**config.mk**
```make
export PLATFORM = sky130hd
export DESIGN_NAME = selective_repeat_sender_window
export DESIGN_NICKNAME = d
export VERILOG_FILES = /design/src/design/srsw_pkg.sv /design/src/design/selective_repeat_sender_window.sv /design/src/design/srsw_mark_ram.sv
export SDC_FILE = /design/constraint.sdc
export NUM_CORES = 1
export LEC_CHECK = 0
export BUFFER_PORTS_ARGS = -buffer_cell sky130_fd_sc_hd__buf_2
export CORE_ASPECT_RATIO = 2
export CORE_MARGIN = 2
export CORE_UTILIZATION = 27
export CTS_CLUSTER_SIZE = 20
export DETAILED_ROUTE_END_ITERATION = 16
export MAX_ROUTING_LAYER = met4
export PLACE_DENSITY = 0.41
export SLEW_MARGIN = 0
export SYNTH_ARGS = -nofsm -noshare
export SYNTH_HDL_FRONTEND = slang
export SYNTH_SLANG_ARGS = --single-unit
```
**constraint.sdc**
```tcl
create_clock -name i_clk -period 10.65 [get_ports i_clk]
set_clock_uncertainty 0.2 [all_clocks]
set_input_delay 0.5325 -clock i_clk [delete_from_list [all_inputs] [get_ports i_clk]]
set_output_delay 0.5325 -clock i_clk [all_outputs]
set_load 0.01 [all_outputs]
```
**src/design/srsw_pkg.sv**
```systemverilog
// shared constants and types for the selective-repeat sender window
package srsw_pkg;

    localparam int CFG_W      = 6;
    localparam int SLOT_MAX_W = 8;

    localparam logic [CFG_W-1:0] WIN_RESET = 6'd8;

    localparam logic [1:0] ACT_SEND = 2'd0;
    localparam logic [1:0] ACT_ACK  = 2'd1;
    localparam logic [1:0] ACT_TMO  = 2'd2;

    typedef struct packed {
        logic                  we;
        logic                  wdata;
        logic                  clr;
        logic [SLOT_MAX_W-1:0] waddr;
        logic [SLOT_MAX_W-1:0] raddr;
    } t_mark_req;

endpackage

```
**src/design/selective_repeat_sender_window.sv**
```systemverilog
// selective-repeat sender window tracker, top level with sequencer
// send, timeout or refused word: evaluated in S_EVAL, result loaded into the output register from S_DONE
// acknowledgement: mark set in S_EVAL, then S_RD and S_CHK slide the base past acked slots (one mark read per cycle)
// one word in flight, next taken the cycle after the result loads
// reset: 8-slot window clamped to MAX_WINDOW, empty ring, expected sequence 0, no clearing pass
module selective_repeat_sender_window import srsw_pkg::*; #(
    parameter int MAX_WINDOW = 32,
    parameter int SEQ_BITS   = 16
) (
    input  logic                          i_clk,
    input  logic                          i_rst_n,
    input  logic                          i_cfg_we,
    input  logic [CFG_W-1:0]              i_cfg_wdata,
    input  logic                          i_in_valid,
    output logic                          o_in_ready,
    input  logic [1:0]                    i_action,
    input  logic [SEQ_BITS-1:0]           i_ack_seq,
    input  logic                          i_ack_intact,
    input  logic [$clog2(MAX_WINDOW)-1:0] i_timeout_slot,
    output logic                          o_out_valid,
    input  logic                          i_out_ready,
    output logic                          o_accepted,
    output logic [$clog2(MAX_WINDOW)-1:0] o_slot,
    output logic [SEQ_BITS-1:0]           o_seq,
    output logic                          o_start_timer,
    output logic                          o_stop_timer,
    output logic [$clog2(MAX_WINDOW)-1:0] o_window_base,
    output logic [$clog2(MAX_WINDOW)-1:0] o_next_slot
);

    localparam int SW = $clog2(MAX_WINDOW);
    localparam int WW = $clog2(MAX_WINDOW + 1);
    localparam int XW = WW + 1;

    localparam logic [2:0] S_IDLE = 3'd0;
    localparam logic [2:0] S_EVAL = 3'd1;
    localparam logic [2:0] S_RD   = 3'd2;
    localparam logic [2:0] S_CHK  = 3'd3;
    localparam logic [2:0] S_DONE = 3'd4;

    function automatic logic [WW-1:0] f_eff(input logic [CFG_W-1:0] v);
        if (v < CFG_W'(2)) begin
            return WW'(2);
        end else if (int'(v) > MAX_WINDOW) begin
            return WW'(MAX_WINDOW);
        end else begin
            return WW'(v);
        end
    endfunction

    function automatic logic [SW-1:0] f_inc(input logic [SW-1:0] x, input logic [WW-1:0] w);
        logic [XW-1:0] t;
        t = XW'(x) + XW'(1);
        return (t == XW'(w)) ? '0 : SW'(t);
    endfunction

    function automatic logic [SW-1:0] f_dist(input logic [SW-1:0] a, input logic [SW-1:0] b,
                                             input logic [WW-1:0] w);
        if (a >= b) begin
            return a - b;
        end else begin
            return SW'(XW'(a) + XW'(w) - XW'(b));
        end
    endfunction

    logic [2:0]          r_state, n_state;
    logic [WW-1:0]       r_win;
    logic [SW-1:0]       r_base, n_base;
    logic [SW-1:0]       r_free, n_free;
    logic [SEQ_BITS-1:0] r_exp, n_exp;

    logic [1:0]          r_action;
    logic [SEQ_BITS-1:0] r_ack_seq;
    logic                r_ack_intact;
    logic [SW-1:0]       r_tslot;

    logic                r_res_acc, n_res_acc;
    logic [SW-1:0]       r_res_slot, n_res_slot;
    logic [SEQ_BITS-1:0] r_res_seq, n_res_seq;
    logic                r_res_start, n_res_start;
    logic                r_res_stop, n_res_stop;

    logic                r_out_valid;
    logic                out_load;
    logic                acked;
    t_mark_req           mark_req;

    srsw_mark_ram #(
        .MAX_WINDOW (MAX_WINDOW)
    ) u_mark_ram (
        .i_clk   (i_clk),
        .i_rst_n (i_rst_n),
        .i_req   (mark_req),
        .o_acked (acked)
    );

    assign o_in_ready = (r_state == S_IDLE);
    assign out_load   = (r_state == S_DONE) && (!r_out_valid || i_out_ready);

    always_comb begin
        logic [SW-1:0]       cnt;
        logic [SW-1:0]       off;
        logic [SW-1:0]       ack_slot;
        logic [SEQ_BITS-1:0] seq_gap;
        logic [XW-1:0]       sum;

        n_state     = r_state;
        n_base      = r_base;
        n_free      = r_free;
        n_exp       = r_exp;
        n_res_acc   = r_res_acc;
        n_res_slot  = r_res_slot;
        n_res_seq   = r_res_seq;
        n_res_start = r_res_start;
        n_res_stop  = r_res_stop;

        mark_req       = '0;
        mark_req.clr   = i_cfg_we;
        mark_req.raddr = SLOT_MAX_W'(r_base);

        cnt      = f_dist(r_free, r_base, r_win);
        off      = f_dist(r_tslot, r_base, r_win);
        seq_gap  = r_ack_seq - r_exp;
        sum      = XW'(r_base) + XW'(seq_gap[SW-1:0]);
        ack_slot = (sum >= XW'(r_win)) ? SW'(sum - XW'(r_win)) : SW'(sum);

        unique case (r_state)
            S_IDLE: begin
                if (i_in_valid) begin
                    n_state = S_EVAL;
                end
            end
            S_EVAL: begin
                n_res_acc   = 1'b0;
                n_res_slot  = '0;
                n_res_seq   = '0;
                n_res_start = 1'b0;
                n_res_stop  = 1'b0;
                n_state     = S_DONE;
                unique case (r_action)
                    ACT_SEND: begin
                        if (XW'(cnt) + XW'(1) != XW'(r_win)) begin
                            n_res_acc      = 1'b1;
                            n_res_slot     = r_free;
                            n_res_seq      = r_exp + SEQ_BITS'(cnt);
                            n_res_start    = 1'b1;
                            mark_req.we    = 1'b1;
                            mark_req.wdata = 1'b0;
                            mark_req.waddr = SLOT_MAX_W'(r_free);
                            n_free         = f_inc(r_free, r_win);
                        end
                    end
                    ACT_ACK: begin
                        if (r_ack_intact && (seq_gap < SEQ_BITS'(cnt))) begin
                            n_res_acc      = 1'b1;
                            n_res_slot     = ack_slot;
                            n_res_seq      = r_ack_seq;
                            n_res_stop     = 1'b1;
                            mark_req.we    = 1'b1;
                            mark_req.wdata = 1'b1;
                            mark_req.waddr = SLOT_MAX_W'(ack_slot);
                            n_state        = S_RD;
                        end
                    end
                    ACT_TMO: begin
                        if ((cnt != '0) && (XW'(r_tslot) < XW'(r_win)) && (off < cnt)) begin
                            n_res_acc   = 1'b1;
                            n_res_slot  = r_tslot;
                            n_res_seq   = r_exp + SEQ_BITS'(off);
                            n_res_start = 1'b1;
                            n_res_stop  = 1'b1;
                        end
                    end
                    default: begin
                    end
                endcase
            end
            S_RD: begin
                n_state = S_CHK;
            end
            S_CHK: begin
                if ((r_base != r_free) && acked) begin
                    mark_req.we    = 1'b1;
                    mark_req.wdata = 1'b0;
                    mark_req.waddr = SLOT_MAX_W'(r_base);
                    n_base         = f_inc(r_base, r_win);
                    n_exp          = r_exp + SEQ_BITS'(1);
                    mark_req.raddr = SLOT_MAX_W'(n_base);
                end else begin
                    n_state = S_DONE;
                end
            end
            S_DONE: begin
                if (!r_out_valid || i_out_ready) begin
                    n_state = S_IDLE;
                end
            end
            default: begin
                n_state = S_IDLE;
            end
        endcase
    end

    always_ff @(posedge i_clk) begin
        if (!i_rst_n) begin
            r_state     <= S_IDLE;
            r_win       <= f_eff(WIN_RESET);
            r_base      <= '0;
            r_free      <= '0;
            r_exp       <= '0;
            r_out_valid <= 1'b0;
        end else begin
            r_state <= n_state;
            r_exp   <= n_exp;
            if (i_cfg_we) begin
                r_win  <= f_eff(i_cfg_wdata);
                r_base <= '0;
                r_free <= '0;
            end else begin
                r_base <= n_base;
                r_free <= n_free;
            end
            if (out_load) begin
                r_out_valid <= 1'b1;
            end else if (i_out_ready) begin
                r_out_valid <= 1'b0;
            end
        end
    end

    always_ff @(posedge i_clk) begin
        if (i_in_valid && o_in_ready) begin
            r_action     <= i_action;
            r_ack_seq    <= i_ack_seq;
            r_ack_intact <= i_ack_intact;
            r_tslot      <= i_timeout_slot;
        end
        r_res_acc   <= n_res_acc;
        r_res_slot  <= n_res_slot;
        r_res_seq   <= n_res_seq;
        r_res_start <= n_res_start;
        r_res_stop  <= n_res_stop;
        if (out_load) begin
            o_accepted    <= r_res_acc;
            o_slot        <= r_res_slot;
            o_seq         <= r_res_seq;
            o_start_timer <= r_res_start;
            o_stop_timer  <= r_res_stop;
            o_window_base <= r_base;
            o_next_slot   <= r_free;
        end
    end

    assign o_out_valid = r_out_valid;

endmodule

```
**src/design/srsw_mark_ram.sv**
```systemverilog
// acknowledge mark memory with per-entry valid bits and registered read
module srsw_mark_ram import srsw_pkg::*; #(
    parameter int MAX_WINDOW = 32
) (
    input  logic      i_clk,
    input  logic      i_rst_n,
    input  t_mark_req i_req,
    output logic      o_acked
);

    localparam int SW = $clog2(MAX_WINDOW);

    logic                  mem [MAX_WINDOW];
    logic [MAX_WINDOW-1:0] r_vld;
    logic                  r_rd_data;
    logic                  r_rd_vld;

    always_ff @(posedge i_clk) begin
        if (i_req.we) begin
            mem[i_req.waddr[SW-1:0]] <= i_req.wdata;
        end
        r_rd_data <= mem[i_req.raddr[SW-1:0]];
        r_rd_vld  <= r_vld[i_req.raddr[SW-1:0]];
    end

    always_ff @(posedge i_clk) begin
        if (!i_rst_n || i_req.clr) begin
            r_vld <= '0;
        end else if (i_req.we) begin
            r_vld[i_req.waddr[SW-1:0]] <= 1'b1;
        end
    end

    assign o_acked = r_rd_data & r_rd_vld;

endmodule
```
Yosys cells after proc, flatten, opt, wreduce, memory -nomap -nowiden:

Memories as Yosys holds them, arrays and structs flattened. A register that Yosys moved wholly into a read port is not among the register bits.
Index checks and enable logic that the tools add are counted.
W data, S select, Z words.

* bits in registers: 151
* memory bits (writable): 32
* output and inout bits: 36
* memories: 1

Memories
* u_mark_ram.mem: depth 32, bits a word 1, read ports 1, clocked after Yosys merged registers in 1, wr ports 1, RTL line srsw_mark_ram.sv:13 `logic mem [MAX_WINDOW];`

* add/sub/neg operators: 15
* magnitude comparators: 11
* eq/ne operators: 13
* muxes and demuxes: 46
* bitwise logic cells: 3
* reduce and logical (&&, ||, !) cells: 19

Operators by type and width (count)
* $mux W5: 11
* $mux W16: 3
* $pmux W16 S3: 1
* $add A16 B5 Y16: 2
* $or A32 B32 Y32: 1
* $sub A5 B5 Y5: 5
* $pmux W5 S2: 2
* $add A5 B1 Y6 const B: 3
* $add A16 B1 Y16 const B: 1
* $lt A16 B5 Y1: 1
* $sub A16 B16 Y16: 1
* $mux W3: 5
* $pmux W3 S5: 1
* $pmux W5 S3: 1
* $mux W13: 1
* $eq A6 B6 Y1: 2
* $lt A5 B6 Y1 const B: 2
* $mux W6: 2
* $add A5 B5 Y5: 2
* $ge A5 B5 Y1: 2
* $mux W1: 9
* $pmux W2 S2: 2
* $logic_and A1 B1 Y1: 7
* $add A5 B5 Y6: 1
* 31 further kinds: 39

Longest topological paths before layout:

Gate-level depths: netlist (run 1).

* word-level depth: 13
* depth in mapped cells: 24
* depth with buffers taken out: 24

Modules after synthesis:

A second synthesis (run 1) with hierarchy kept.

* cell total of the unflattened synthesis: 1116
* area, all modules: 11230.8 um^2

Modules (own cells, without submodules)
* selective_repeat_sender_window: instances 1, cells an instance 894, area an instance 8499.4 um^2
* srsw_mark_ram: instances 1, cells an instance 222, area an instance 2731.4 um^2

Worst setup path before layout (run 1):

OpenSTA, ideal clock, no wires.

* path type: register -> register
* start: reg r_win[1]
* end: mem u_mark_ram.mem[12] (enable)
* setup time: 0.307 ns
* arrival: 5.590 ns
* data required time: 10.143 ns
* path slack: 4.553 ns
* stages on the path, launching flop included: 20
* path through: dfxtp_1 inv_1 fa_1 fa_1 nor2b_1 o21ai_0 a21oi_1 nor2_1 o211ai_1 inv_1 ha_1 a311o_1 nor4_1 o2111ai_1 a2111o_1 or4b_1 nor4_2 and2_1 o31ai_2 nor2_1

* longest elaborated chain between the ends: 10
* elaborated cells between the ends (all ways): 20

Ends and longest elaborated chain
* start, declared: RTL line selective_repeat_sender_window.sv:67 `logic [WW-1:0] r_win;`
* start signal, assigned: RTL line selective_repeat_sender_window.sv:207 `r_win <= f_eff(WIN_RESET);`
* start signal, assigned: RTL line selective_repeat_sender_window.sv:216 `r_win <= f_eff(i_cfg_wdata);`
* $add A5 B5 Y5: RTL line selective_repeat_sender_window.sv:62 `return SW'(XW'(a) + XW'(w) - XW'(b));`
* $sub A5 B5 Y5: RTL line selective_repeat_sender_window.sv:62
* $mux W5: RTL line selective_repeat_sender_window.sv:59 `if (a >= b) begin`
* $lt A16 B5 Y1 or $add A5 B1 Y6 (tied branches): RTL line selective_repeat_sender_window.sv:154, selective_repeat_sender_window.sv:142
* $logic_and A1 B1 Y1 or $ne A6 B6 Y1 (tied branches): RTL line selective_repeat_sender_window.sv:154, selective_repeat_sender_window.sv:142
* $mux W2 (on tied branches): RTL line selective_repeat_sender_window.sv:154, selective_repeat_sender_window.sv:142
* $pmux W2 S2: RTL line selective_repeat_sender_window.sv:140 `unique case (r_action)`
* $pmux W2 S2: RTL line selective_repeat_sender_window.sv:127 `unique case (r_state)`
* $mux W1: RTL line srsw_mark_ram.sv:19 `if (i_req.we) begin`
* $mux W1 (implied by the code): RTL line srsw_mark_ram.sv:20 `mem[i_req.waddr[SW-1:0]] <= i_req.wdata;`
* end, declared: RTL line srsw_mark_ram.sv:13

Parallel ways exist; a longest one is shown, timed or not.

Worst setup path in the final report (run 1):

* start: reg r_free[0]
* end: mem u_mark_ram.mem[5] (enable)

* longest elaborated chain between the ends: 10
* elaborated cells between the ends (all ways): 23

Ends and longest elaborated chain
* start, declared: RTL line selective_repeat_sender_window.sv:69 `logic [SW-1:0] r_free, n_free;`
* start signal, assigned: RTL line selective_repeat_sender_window.sv:221 `r_free <= n_free;`
* $add A5 B5 Y5: RTL line selective_repeat_sender_window.sv:62
* $sub A5 B5 Y5: RTL line selective_repeat_sender_window.sv:62
* $mux W5: RTL line selective_repeat_sender_window.sv:59
* $lt A16 B5 Y1 or $add A5 B1 Y6 (tied branches): RTL line selective_repeat_sender_window.sv:154, selective_repeat_sender_window.sv:142
* $logic_and A1 B1 Y1 or $ne A6 B6 Y1 (tied branches): RTL line selective_repeat_sender_window.sv:154, selective_repeat_sender_window.sv:142
* $mux W2 (on tied branches): RTL line selective_repeat_sender_window.sv:154, selective_repeat_sender_window.sv:142
* $pmux W2 S2: RTL line selective_repeat_sender_window.sv:140
* $pmux W2 S2: RTL line selective_repeat_sender_window.sv:127
* $mux W1: RTL line srsw_mark_ram.sv:19
* $mux W1 (implied by the code): RTL line srsw_mark_ram.sv:20

Parallel ways exist; a longest one is shown, timed or not.

==> results of run 1 <==
==> cells by family (layout without fill, tap and decap cells) <==
family / Yosys count / count (layout) / share of synthesized area, %
mux: 78 / 78 / 7.00
fa+ha+maj: 91 / 91 / 10.9
compound gates: 277 / 277 / 16.5
flops: 184 / 184 / 42.2
buf+inv: 122 / 200 / 4.05
xor+xnor: 56 / 56 / 4.35
simple gates: 329 / 329 / 15.0
==> sequential cells by signal (all words and copies together), names as in the netlist, 2 cells and up <==
| signal | flops |
|---|---|
| o_next_slot | 5 |
| o_seq | 16 |
| o_slot | 5 |
| o_window_base | 5 |
| r_ack_seq | 16 |
| r_action | 2 |
| r_base | 5 |
| r_exp | 16 |
| r_free | 5 |
| r_res_seq | 16 |
| r_res_slot | 5 |
| r_state | 3 |
| r_tslot | 5 |
| r_win | 6 |
| u_mark_ram.mem | 32 |
| u_mark_ram.r_vld | 32 |
==> cells in the final DEF, fill, tap and decap left out, types with 15 or more instances in the layout <==
cell	n
and2_1	30
buf_4	18
nor2_2	15
o21a_1	38
xnor2_1	38
inv_1	79
nor2b_1	15
a21o_1	23
nor3_1	18
buf_2	70
dfxtp_1	70
edfxtp_1	114
nor2_1	78
clkbuf_16	17
nand4_1	16
ha_1	76
a22oi_1	16
xor2_1	17
nand3_1	34
fa_1	15
mux2i_1	71
o21ai_0	48
nand2_1	64
a21oi_1	65
==> metal layers <==
metal	vias to the layer above	track usage [%]	routed length, um
li1	4265	-	-
met1	4335	14.9	12000
met2	224	39.9	24500
met3	98	2.11	883
met4	0	11.2	2350
met5	-	-	0
==> path summary, 6_finish.rpt <==
check | endpoint | slack, ns | cells past startpoint
setup / recovery | u_mark_ram.mem[5] | 3.62 | 24
hold / removal | r_action[0] | 0.05 | 1
setup reg to reg | u_mark_ram.mem[5] | 3.62 | 24
hold reg to reg | o_accepted | 0.21 | 0
==> synthesized netlist by cell type (all sizes together), types with 7 or more instances <==
cell	number
nor2b	18
and3	7
nor3	18
mux2i	72
a21oi	66
nor2	93
a22oi	16
o21a	38
o21ai	50
o22ai	11
a21o	23
edfxtp	114
xnor2	39
or3	9
a21boi	9
and2	30
inv	80
xor2	17
fa	15
nand2b	10
nand3	34
nand4	16
nand2	64
dfxtp	70
clkbuf	38
a221oi	8
ha	76
==> through the flow <==
stage / setup WS, ns / power [mW] / cells / instance area (um2) / hold slack [ns]
6_report: 3.62 / 1.68 / 1755 / 13100 / 0.0450
5_1_grt: 3.03 / 1.76 / 1755 / 13100 / 0.0212
4_1_cts: 3.59 / 1.71 / 1755 / 13100 / 0.0209
3_5_place_dp: 3.62 / 1.04 / 1723 / 12500 / 0.205
3_3_place_gp: 3.74 / 1.04 / 1723 / 12500 / 0.202
2_1_floorplan: 4.55 / 0.955 / 1137 / 11400 / 0.200
==> area by class of cell <==
cell class / instances / area, um2
multi-input combinational: 831 / 6210
inverter: 80 / 300
clock buffer: 20 / 467
clock inverter: 12 / 129
tap: 540 / 676
sequential: 184 / 4820
fill: 4408 / 28700
timing repair buffer: 88 / 485
==> report_power, final <==
group	switching (mW)	internal, mW
Combinational	0.147	0.0841
Sequential	0.0161	0.780
Clock	0.305	0.350
==> summary.txt, run 1 <==
Layout
  • P&R area growth vs syn: 14.4%
  • Layout cells sized above 1: 14.3%
  • Nets: between 1000 and 1500
  • Final Util: 31.3%
  • # diodes: 0

Yosys
  • Post-synthesis sequential area ratio: between 40% and 50%
  • Post-synth cell types: 81
  • Mapped Area: approximately 11000 um2
  • Syn Nets: ~1300
  • Flop and latch count out of synthesis: around 180
  • Number of synthesized flops with an enable pin: roughly 110
  • Syn_area_per_cell: 10.1 um2
  • Yosys top cell area share: between 20% and 30%
  • Cells after Synth: about 1100
  • Synth area leaders: edfxtp_1 (30%), dfxtp_1 (12%), ha_1 (8.3%)
  • Asr flop ratio synth: 0%
  • YS warnings: 0
  • Cell taking the most area after synthesis: edfxtp_1
  • Synth Flop Type: edfxtp_1

Worst setup path
  • Arrival time worst endpoint: about 7.0 ns
  • Max FO, Critical Path: 26
  • Crit-path leading delay family: simple AND/OR/NAND/NOR gates
  • Buf+Inv Stages, Crit Path: 5
  • WS Path Type: flip-flop to flip-flop
  • Critical Path End Type: flip-flop
  • Crit-path slowest cell: or4b_1
  • Worst path max stage delay: just under 0.6 ns
  • Worst Setup Start Kind: flip-flop
  • Worst Path Required: 10.60 ns
  • CP most frequent cell: inv_1
  • Critical path origin: r_free[0]
  • Start of the worst register-to-register path: r_free[0]
  • CP cell instances: inv_1 > ha_1 > inv_1 > ha_1 > inv_1 > fa_1 > nor2b_1 > o21ai_0 > a21oi_1 > nor2_1 > o211ai_1 > inv_1 > ha_1 > a311o_1 > nor4_1 > o2111ai_1 > a2111o_1 > or4b_1 > nor4_4 > buf_4 > nand3_1 > nand3_1 > nand3_1 > nor2_1

Run
  • Max Cap Viol: 0

Route
  • Post-DRT Antenna Nets: 0
  • Initial drt markers: 389
  • Via count: 8922
  • Vias per cell: 5.08
  • WL final: 39700 um
  • DR pass1 iterations: 5
  • DRC viols: 0
  • Avg WL per Cell: between 20 and 25 um

Die
  • Die height: around 300 um
  • Core ar.: 41800 um2
  • Initial core utilization: 27.4%
  • Die W: roughly 150 um
  • Die footprint: roughly 44000 um2
  • Ports: 71
  • Cell Rows: roughly 110

Clock network
  • Num CTS Buffers: 17
  • Postcts setup bufs: 0
  • Clock sink total: 184
  • Gates resized, CTS repair: 0
  • Worst-Skew Late Latency: between 0.4 and 0.5 ns
  • Reg clk slew, reported paths: about 0.07 ns
  • H-tree depth: 4
  • Root Driver: clkbuf_16
  • Number of buffers inserted by hold repair at cts: 0
  • CTS max path bufs: 2
  • CTS tree: done

Timing
  • Least-Margin Pin Slew: about 1.1 ns
  • Slew HR: between 20 and 30%
  • Min Tclk post-route: 7.03 ns
  • Tcrit/Tclk final: between 60% and 70%
  • Final hold vios: 0
  • Fmax: ~140 MHz
  • Fin Setup TNS: 0 ns
  • Setup violators final: 0
  • RSZ-0062 raised after global routing: no
  • Slew Limit Fails: 0

GRT
  • Vias in the first global route: between 9000 and 10000
  • First-pass GRT wire length: around 59000 um
  • Largest net degree at the start of global routing: 39
  • Initial antenna violation count: 0
  • GR Util All Layers: between 10% and 20%
  • Grt ovf: 0

Power
  • VDD IR max: roughly 66 uV
  • PD cells: 128 nW/um2
  • Leakage: 4.65 nW

Placed design
  • PortBufs: 70
  • DPL Wire Length: approximately 32000 um
  • Routability Congestion: a little over 0.9

Hold path
  • HP Start: i_action[0]
  • Type of the most critical hold path: primary input to flip-flop

Status
  • Status: finished clean
No activity file was read; power rests on OpenSTA's default activity.
==> run 2, diff against run 1 <==
- PLACE_DENSITY: 0.41 -> 0.42
- clock period: 10.65 -> 5.8 ns (I/O delays scaled with it)
==> run 2 against run 1 <==
Net effect: via count grew 2.8%; register-to-register slack got worse by 3.3 ns; utilization is 1.9 points higher; setup slack worse by 3.3 ns; critical path type unchanged; largest power group unchanged; highest routed layer unchanged.
==> summary.txt, run 2 (synthesized netlist as in run 1, its figures left out) <==
Route
  • Via count: 9170 (+2.8%)
  • DRC viols: 0 (unchanged)
  • Avg WL per Cell: 21.5 um (-4.9%)
  • Post-DRT Antenna Nets: 0 (unchanged)
  • WL final: 39400 um (-0.87%)
  • DR pass1 iterations: 5 (unchanged)
  • Vias per cell: 5.01 (-1.4%)
  • Initial drt markers: 374 (-3.9%)

Power
  • Leakage: 5.04 nW (+8.3%)
  • PD cells: 230 nW/um2 (+79%)
  • VDD IR max: 150 uV (+130%)

Worst setup path
  • Worst Path Required: 5.77 ns (-4.83 ns)
  • Start of the worst register-to-register path: r_win[2]
  • WS Path Type: flip-flop to flip-flop
  • R2R cell count: 22 (-8.3%)
  • R2R Path End: u_mark_ram.mem[5]
  • Worst Setup Start Kind: flip-flop
  • Max FO, Critical Path: 4 (-85%)
  • R2R Setup Slk: 0.30 ns (-3.32 ns)
  • Arrival time worst endpoint: 5.47 ns (-1.51 ns)
  • Critical Path End Type: flip-flop
  • Critical path origin: r_win[2]
  • CP Capture Point: u_mark_ram.mem[5]

Timing
  • Final worst slack: 0.300 ns (-3.32 ns)
  • Min Tclk post-route: 5.50 ns (-1.53 ns)
  • Slew Limit Fails: 0 (unchanged)
  • Fmax: 182 MHz (+28%)
  • Final hold vios: 0 (unchanged)
  • Tcrit/Tclk final: 94.8% (+29 points)
  • Fin Setup TNS: 0 ns (unchanged)
  • RSZ-0062 raised after global routing: no
  • Least-Margin Pin Slew: 0.956 ns (-0.111 ns)
  • Slew HR: 35.0% (+6.1 points)
  • Setup violators final: 0 (unchanged)

Placed design
  • Pre-CTS WS: 0.0660 ns (-3.56 ns)
  • Routability Congestion: 0.886 (-2.7%)
  • Placed cell areas: 12900 um2 (+2.9%)
  • PortBufs: 70 (unchanged)
  • DPL Wire Length: 31900 um (about the same)

Clock network
  • Root Driver: clkbuf_16
  • Clock sink total: 184 (unchanged)
  • CTS tree: done
  • Reg clk slew, reported paths: 0.07 ns (about the same)
  • Num CTS Buffers: 17 (unchanged)
  • CTS max path bufs: 2 (unchanged)
  • Worst-Skew Late Latency: 0.47 ns (about the same)
  • H-tree depth: 4 (unchanged)

Layout
  • # diodes: 0 (unchanged)
  • Most common cell after layout, fill and taps aside: edfxtp_1
  • P&R area growth vs syn: 21.2%
  • Fillers: 4332 (-1.7%)
  • Commonest non-fill, non-tap cells in the layout: edfxtp_1 (114), inv_1 (79), ha_1 (76), nor2_1 (74)
  • Final Util: 33.2% (+1.9 points)
  • Fin area: 13900 um2 (+5.9%)
  • Nets: 1403 (+5.6%)
  • Layout cells sized above 1: 18.3% (+4.0 points)

Status
  • Status: finished clean

Die
  • Core ar.: 41800 um2 (unchanged)
  • Cell Rows: 106 (unchanged)
  • Die height: 295 um (unchanged)
  • Ports: 71 (unchanged)
  • Initial core utilization: 27.4% (unchanged)
  • Die footprint: 44100 um2 (unchanged)
  • Die W: 150 um (unchanged)

GRT
  • Initial antenna violation count: 0 (unchanged)
  • Grt ovf: 0 (unchanged)
  • Largest net degree at the start of global routing: 39 (unchanged)
  • First-pass GRT wire length: 58200 um (-0.96%)
  • GR Util All Layers: 18.9% (-0.17 points)
  • Vias in the first global route: 9643 (+1.4%)

Run
  • Max Cap Viol: 0 (unchanged)

Hold path
  • Type of the most critical hold path: primary input to flip-flop
[run 2: how the worst min path moves through the flow]
stage                         endpoint           start  slack, ns  cells past startpoint
after floorplan           r_ack_intact    i_ack_intact       0.19                      0
after global placement       o_seq[12]   r_res_seq[12]       0.20                      0
after detailed placement     o_slot[2]   r_res_slot[2]       0.20                      0
after CTS                     r_win[4]  i_cfg_wdata[4]     0.0008                      4
after global routing          r_win[4]  i_cfg_wdata[4]       0.03                      4
final                         r_win[4]  i_cfg_wdata[4]       0.02                      4
[run 2: worst max-delay path: stages, from the launching register on]
cell and delay (ns):
dfxtp_1 0.33, inv_1 0.07, fa_1 0.53, inv_1 0.04
ha_1 0.29, nor2b_2 0.16, o21ai_2 0.14, and3_4 0.22
nor2_1 0.04, o211ai_1 0.31, inv_1 0.11, ha_1 0.23
a311o_1 0.29, nor4_2 0.13, o2111ai_1 0.13, a2111o_1 0.33
or4b_4 0.56, nor4_4 0.40, nand3_1 0.16, nand3_2 0.12
nand3_2 0.10, buf_6 0.16, nor2_2 0.13
[run 2: layout make-up]
type | instances | area [um2] | share of cell area [%]
inverter | 80 | 300 | 2.17
clock inverter | 11 | 169 | 1.22
timing repair buffer | 163 | 1140 | 8.21
tap | 540 | 676 | 4.87
sequential | 184 | 4820 | 34.8
multi-input combinational | 831 | 6300 | 45.4
clock buffer | 20 | 458 | 3.30
[run 2: metrics by stage]
stage	power, mW	hold WS, ns	std cells
after floorplan	1.75	0.189	1137
after global placement	1.93	0.203	1769
after detailed placement	1.93	0.205	1769
after CTS	3.23	0.000753	1828
after global routing	3.33	0.0302	1829
final	3.19	0.0227	1829
[run 2: per-layer routing]
metal  up-vias  GRT usage, %  part of all wire (%)
met5         -             -                     0
met4         0          11.9                   6.6
met3       110          2.35                   2.3
met2       186          39.1                    61
met1      4451          14.6                    30
li1       4423             -                     -
[run 2: timing repair]
| item | in CTS | in global routing |
|---|---|---|
| resized for setup | 0 | 23 |
| hold buffers | 28 | 0 |
| setup endpoints to repair | 0 | 109 |
| endpoints found under the hold margin | 28 | 0 |
| buffers inserted | 0 | 1 |
[run 2: power breakdown]
group | switching (mW) | internal (mW) | leakage, nW
logic | 0.278 | 0.181 | 3.12
registers | 0.0253 | 1.43 | 1.61
clock network | 0.530 | 0.745 | 0.302
total | 0.833 | 2.36 | 5.04
